File: src/hdl/mfs_pkg.sv
// Shared types, codes and constants for the maximum-frequency stack.
package mfs_pkg;

	localparam int DEF_CAPACITY = 64;
	localparam int DATA_W       = 32;

	typedef enum logic {
		CMD_PUSH = 1'b0,
		CMD_POP  = 1'b1
	} cmd_t;

	typedef enum logic [1:0] {
		ST_OK         = 2'd0,
		ST_POP_EMPTY  = 2'd1,
		ST_PUSH_FULL  = 2'd2,
		ST_RSVD       = 2'd3
	} status_t;

	typedef struct packed {
		logic               cmd;
		logic signed [31:0] push_value;
	} in_t;

	typedef struct packed {
		logic signed [31:0] popped_value;
		logic [1:0]         status;
	} out_t;

	// Broadcast from the controller to every cell.
	typedef struct packed {
		logic              push;
		logic              mark;
		logic              commit;
		logic [DATA_W-1:0] key;
	} bc_t;

endpackage

File: src/hdl/mfs_cell.sv
// One storage cell of the stack chain: value, level, top-of-value flag.
module mfs_cell #(
	parameter int LVL_W = 7
) (
	input  logic                      clk,
	input  logic                      arst_n,
	input  mfs_pkg::bc_t              bc,
	input  logic [LVL_W-1:0]          max_level,
	input  logic [LVL_W-1:0]          new_level,
	input  logic                      below_valid,
	input  logic                      shift_in,
	input  logic                      cand_above,
	input  logic                      up_valid,
	input  logic                      up_top,
	input  logic [mfs_pkg::DATA_W-1:0] up_value,
	input  logic [LVL_W-1:0]          up_level,
	output logic                      valid,
	output logic                      top_fixed,
	output logic [mfs_pkg::DATA_W-1:0] value,
	output logic [LVL_W-1:0]          level,
	output logic                      cand_out,
	output logic                      shift_out,
	output logic [LVL_W-1:0]          hit_level,
	output logic [mfs_pkg::DATA_W-1:0] sel_value,
	output logic                      keep_max
);

	logic                       valid_q;
	logic                       top_q;
	logic                       mark_q;
	logic [mfs_pkg::DATA_W-1:0] value_q;
	logic [LVL_W-1:0]           level_q;
	logic                       key_hit;
	logic                       cand;
	logic                       sel;

	assign key_hit   = valid_q && (value_q == bc.key);
	assign cand      = valid_q && (level_q == max_level);
	// last candidate in push order wins a tie
	assign sel       = cand && !cand_above;
	assign cand_out  = cand || cand_above;
	assign shift_out = mark_q || shift_in;
	assign hit_level = (key_hit && top_q) ? level_q : '0;
	assign sel_value = sel ? value_q : '0;
	assign keep_max  = cand && !mark_q;
	// the next-lower copy of the popped value becomes its new top
	assign top_fixed = top_q || (key_hit && (level_q == max_level - LVL_W'(1)));

	assign valid = valid_q;
	assign value = value_q;
	assign level = level_q;

	always_ff @(posedge clk or negedge arst_n) begin
		if (!arst_n) begin
			valid_q <= 1'b0;
			top_q   <= 1'b0;
			mark_q  <= 1'b0;
		end else if (bc.push) begin
			if (valid_q) begin
				if (key_hit && top_q)
					top_q <= 1'b0;
			end else if (below_valid) begin
				valid_q <= 1'b1;
				top_q   <= 1'b1;
			end
		end else if (bc.mark) begin
			mark_q <= sel;
		end else if (bc.commit) begin
			mark_q <= 1'b0;
			if (shift_out) begin
				valid_q <= up_valid;
				top_q   <= up_top;
			end else begin
				top_q <= top_fixed;
			end
		end
	end

	always_ff @(posedge clk) begin
		if (bc.push && !valid_q && below_valid) begin
			value_q <= bc.key;
			level_q <= new_level;
		end else if (bc.commit && shift_out) begin
			value_q <= up_value;
			level_q <= up_level;
		end
	end

endmodule

File: config.mk
export PLATFORM = sky130hd
export DESIGN_NAME = mfs_cell
export DESIGN_NICKNAME = d
export VERILOG_FILES = /design/src/hdl/mfs_pkg.sv /design/src/hdl/mfs_cell.sv
export SDC_FILE = /design/constraint.sdc
export NUM_CORES = 1
export LEC_CHECK = 0
export ABC_AREA = 1
export BUFFER_PORTS_ARGS = -buffer_cell sky130_fd_sc_hd__buf_4
export CAP_MARGIN = 30
export CORE_UTILIZATION = 40
export CTS_BUF_LIST = sky130_fd_sc_hd__clkbuf_4 sky130_fd_sc_hd__clkbuf_8
export CTS_CLUSTER_SIZE = 20
export DETAILED_ROUTE_END_ITERATION = 6
export MAX_ROUTING_LAYER = met4
export PLACE_DENSITY = 0.7
export SYNTH_ARGS = -nofsm -noshare
export SYNTH_HDL_FRONTEND = slang
export SYNTH_SLANG_ARGS = --single-unit
File: constraint.sdc
create_clock -name clk -period 4.23 [get_ports clk]
set_input_delay 0 -clock clk [delete_from_list [all_inputs] [get_ports clk]]
set_output_delay 0 -clock clk [all_outputs]
set_load 0.01 [all_outputs]
### Word-level counts from Yosys, hierarchy flattened

Index checks and enable logic that the tools add are counted.
W data, S select, Z words.

* logic and storage cells: 56
* output and inout port bits: 83
* flip-flop bits (word level): 42
* input port bits: 95

* equal/unequal tests: 6
* reduce and logical (&&, ||, !) cells: 22
* bitwise logic cells: 1
* add/sub/neg operators: 1
* mux-type cells: 21

Operator list (count)
* $mux W32: 3
* $eq A32 B32 Y1: 1
* $mux W7: 3
* $mux W1: 15
* $eq A7 B7 Y1: 2
* $logic_and A1 B1 Y1: 9
* $reduce_bool A2 Y1: 4
* $sub A7 B1 Y7 const B: 1
* $reduce_and A4 Y1: 1
* $logic_not A1 Y1: 3
* $logic_or A1 B1 Y1: 3
* $ne A3 B1 Y1 const B: 1
* $ne A3 B2 Y1 const B: 1
* $reduce_and A3 Y1: 1
* $ne A2 B1 Y1 const B: 1
* $reduce_and A2 Y1: 1
* $not A1 Y1: 1

### Depth between registers and ports, before layout

* depth in word-level cells: 8
* depth in mapped cells: 16
* mapped depth without buffers: 16

### Worst setup path before layout

OpenSTA, ideal clock, no wires.

* path kind: register to register
* start point: register mark_q
* end point: register level_q[0] (netlist: level[0]), enable pin
* arrival time: 3.190 ns
* period minus slack after synthesis: 3.680 ns
* buffers on the path: 0
* setup time: 0.489 ns
* stages on the path, launching flop included: 3
* data required time: 3.741 ns
* slack: 0.550 ns
* cells stage by stage: dfrtp_1 -> nor2_1 -> o21ai_0

* longest elaborated chain between the ends: 3

Ends and longest elaborated chain
* start: declaration: RTL line mfs_cell.sv:30 `logic mark_q;`
* start signal: assignment: RTL line mfs_cell.sv:67 `mark_q <= sel;`
* $logic_or A1 B1 Y1: RTL line mfs_cell.sv:42 `assign shift_out = mark_q || shift_in;`
* $logic_and A1 B1 Y1: RTL line mfs_cell.sv:83 `end else if (bc.commit && shift_out) begin`
* $reduce_bool A2 Y1 (no line)
* end signal: assignment: RTL line mfs_cell.sv:82 `level_q <= new_level;`
* end signal: assignment: RTL line mfs_cell.sv:85 `level_q <= up_level;`
* end: declaration: RTL line mfs_cell.sv:32 `logic [LVL_W-1:0] level_q;`

No other way between the ends.
A chain may end at the register's enable or synchronous reset.

### Worst setup path in the final report

* start point: register level_q[5] (netlist: level[5])
* end point: output port sel_value[27] in the netlist's numbering

* longest elaborated chain between the ends: 4

Ends and longest elaborated chain
* $eq A7 B7 Y1: RTL line mfs_cell.sv:38 `assign cand = valid_q && (level_q == max_level);`
* $logic_and A1 B1 Y1: RTL line mfs_cell.sv:38
* $logic_and A1 B1 Y1: RTL line mfs_cell.sv:40 `assign sel = cand && !cand_above;`
* $mux W32: RTL line mfs_cell.sv:44 `assign sel_value = sel ? value_q : '0;`
* end: declaration: RTL line mfs_cell.sv:24 `output logic [mfs_pkg::DATA_W-1:0] sel_value,`

No other way between the ends.

==> flow_summary.yaml <==
run_status:
  status: "completed"
critical_path:
  critPathSlowestCell: "nand3_2"
  critPathMaxStageDelay_ns: 0.50
  endpoint_kind: "output pin"
  reg2regPathDepth: 4
  critical_path_class: "register to output pin"
  crit_buf_inv: 3
  crit_required_ns: 4.23
  reg2reg_from: "valid$_DFFE_PN0P_"
  cp.arrival_ns: 2.44
  path_cells: "xnor2_1 > inv_1 > nor4b_2 > nand3_2 > buf_12 > nor2_2 > buf_4"
  r2r_slack_ns: 1.88
  r2r-end: "value[31]$_DFFE_PP_"
  cp-start-kind: "register"
  cp_max_fo: 21
  cp_top_family: "simple AND/OR/NAND/NOR gates"
die:
  die_width_um: 91.9
  start_util_pct: 41.7
  core_area_um2: 7770
  rows: 32
  boundaryPins: 178
  die_h_um: 91.9
  dieArea_um2: 8450
placed_design:
  place_congestion: 0.892
  place.port_buffers: 177
  dpl.hpwl_mm: 8.69
  dpl-instance-area_um2: 4680
  place_inst: 743
cts:
  numCtsBuffers: 5
  cts_setup_buffers: 0
  worstSkewPairLatency_ns: 0.29
  clkTransAtPathRegs_ns: 0.08
  cts_sinks: 42
  htreeDepth: 2
  cts_hold_buf: 25
  cts_root_buf: "clkbuf_8"
  cts_tree: "done"
  cts_buffer_depth: 2
  ctsResizeCount: 0
routing:
  drt-vias-per-instance: 4.84
  first_pass_iters: 5
  via_count: 3769
  postRouteAntennaNets: 0
  wl_per_cell_um: 13.7
  drc: 0
  routed_wl_mm: 10.7
  drtIter0Drc: 262
timing:
  min_period_over_period_pct: 57.7
  whs_ns: 0.0109
  setup_viol: 0
  final.setup.tns_ns: 0
  hold_viol_final: 0
  rsz0062_at_grt: "no"
  tightest_slew_ns: 0.655
  slew_headroom_pct: 56.2
  fin_worst_skew_ns: 0.00360
  timing.fmax_mhz: 409
  fin_crit_ns: 2.44
  slew_viol_final: 0
yosys:
  syn_inst: 471
  ys_seq_area_share_pct: 38.5
  syn_nets: 567
  yosysUniqueCellTypes: 29
  ys_seq_elements: 42
  syn_area_um2: 3240
  postSynthAreaPerCell_um2: 6.87
  yosysWarnings: 0
power_and_ir_drop:
  peakVddDrop_v: 0.000138
  power_leakage_nw: 2.69
  power.density_nw_per_um2: 227
final_layout:
  instances_no_fill: 778
  fill_cells: 729
  design_area_um2: 5030
  nNetsFinal: 771
  drive_gt1_share_pct: 34.8
  final_cell_mix: "buf_4 (179), nand2_1 (161), inv_1 (85), nor2_1 (44), edfxtp_1 (39)"
  diodes: 0
  area_growth_pct: 55.5
  layout_commonest_cell: "buf_4"
global_routing:
  grt-ovfl-total: 0
  grtUsageTotal_pct: 26.0
  grt_pass1_wl_mm: 16.8
  grt_pass1_vias: 3632
  grt_antenna_before_repair: 0
  grt_max_degree: 38
hold_path:
  hold_start: "up_top"
  hold_class: "primary input to register"
  whs_path_depth: 5
  min_to: "top_q$_DFFE_PN0P_"
job:
  cap_violations: 0
-- how the worst max path moves through the flow --
| stage | startpoint | endpoint | slack, ns | cells after the start |
|---|---|---|---|---|
| 4_1_cts | level[5]$_DFFE_PP_ | sel_value[27] | 1.74 | 7 |
| 6_report | level[5]$_DFFE_PP_ | sel_value[27] | 1.79 | 7 |
| 3_3_place_gp | level[5]$_DFFE_PP_ | sel_value[12] | 1.70 | 6 |
| 5_1_grt | level[5]$_DFFE_PP_ | sel_value[0] | 1.58 | 7 |
| 2_1_floorplan | mark_q$_DFFE_PN0P_ | level[0]$_DFFE_PP_ | 0.55 | 2 |
| 3_5_place_dp | valid$_DFFE_PN0P_ | value[24]$_DFFE_PP_ | 1.88 | 4 |
-- report_power, final --
| group | leakage, nW | switching [mW] | internal (mW) |
|---|---|---|---|
| registers | 0.410 | 0.0300 | 0.499 |
| clock network | 0.0407 | 0.136 | 0.110 |
| logic | 2.24 | 0.191 | 0.175 |
-- kinds of logic (layout without fill, tap and decap cells) --
group,after synthesis,count (layout),synth area share [%]
simple gates,270,270,36.6
buf+inv,98,303,12.2
compound gates,44,44,7.23
flops,42,42,38.5
mux,10,10,3.48
xor+xnor,6,6,1.62
fa+ha+maj,1,1,0.387
-- worst min-delay path, stage by stage --
cell	delay, ns
buf_4	0.08
a21oi_1	0.05
nand2_1	0.06
nand2_1	0.04
nand2_1	0.04
-- registers in the layout, indices dropped and copies added (netlist names) --
signal	count
mark_q	1
value	32
level	7
top_q	1
valid	1
-- layer usage --
| layer | vias to the layer above | global-route usage [%] | wire, um |
|---|---|---|---|
| li1 | 1881 | - | - |
| met5 | - | - | 0 |
| met2 | 169 | 43.8 | 5280 |
| met1 | 1703 | 31.6 | 4370 |
| met3 | 16 | 5.80 | 851 |
| met4 | 0 | 6.25 | 167 |
-- cell type report --
class                      instances  area (um^2)  share of cell area (%)
inverter                          88          330                    6.57
multi-input combinational        331         1610                    32.0
timing repair buffer             207         1630                    32.5
clock buffer                       5         68.8                    1.37
tap                              102          128                    2.54
sequential                        42         1250                    24.8
clock inverter                     3         11.3                   0.224
-- cells in the mapped netlist (all sizes together) --
master   count  area [um^2]
a21oi        2         10.0
buf          6         48.8
clkbuf       4         15.0
dfrtp        3         75.1
edfxtp      39         1170
ha           1         12.5
inv         88          330
mux2        10          113
nand2      163          617
nand3       14         75.1
nand4       11         68.8
nor2        74          363
nor3         4         20.0
nor4         3         25.0
nor4b        1         15.0
o2111a       1         11.3
o2111ai      1         8.76
o21ai       38          190
o22ai        1         6.26
o31ai        1         7.51
xnor2        4         35.0
xor2         2         17.5
-- per-stage QoR --
stage	worst slack (ns)	util [%]	power, mW
6_report	1.79	64.8	1.14
2_1_floorplan	0.550	-	0.707
5_1_grt	1.58	64.8	1.21
3_5_place_dp	1.88	60.2	0.883
3_3_place_gp	1.70	60.0	0.877
4_1_cts	1.74	64.5	1.14
Note: power is estimated with default switching activity, not from simulation.
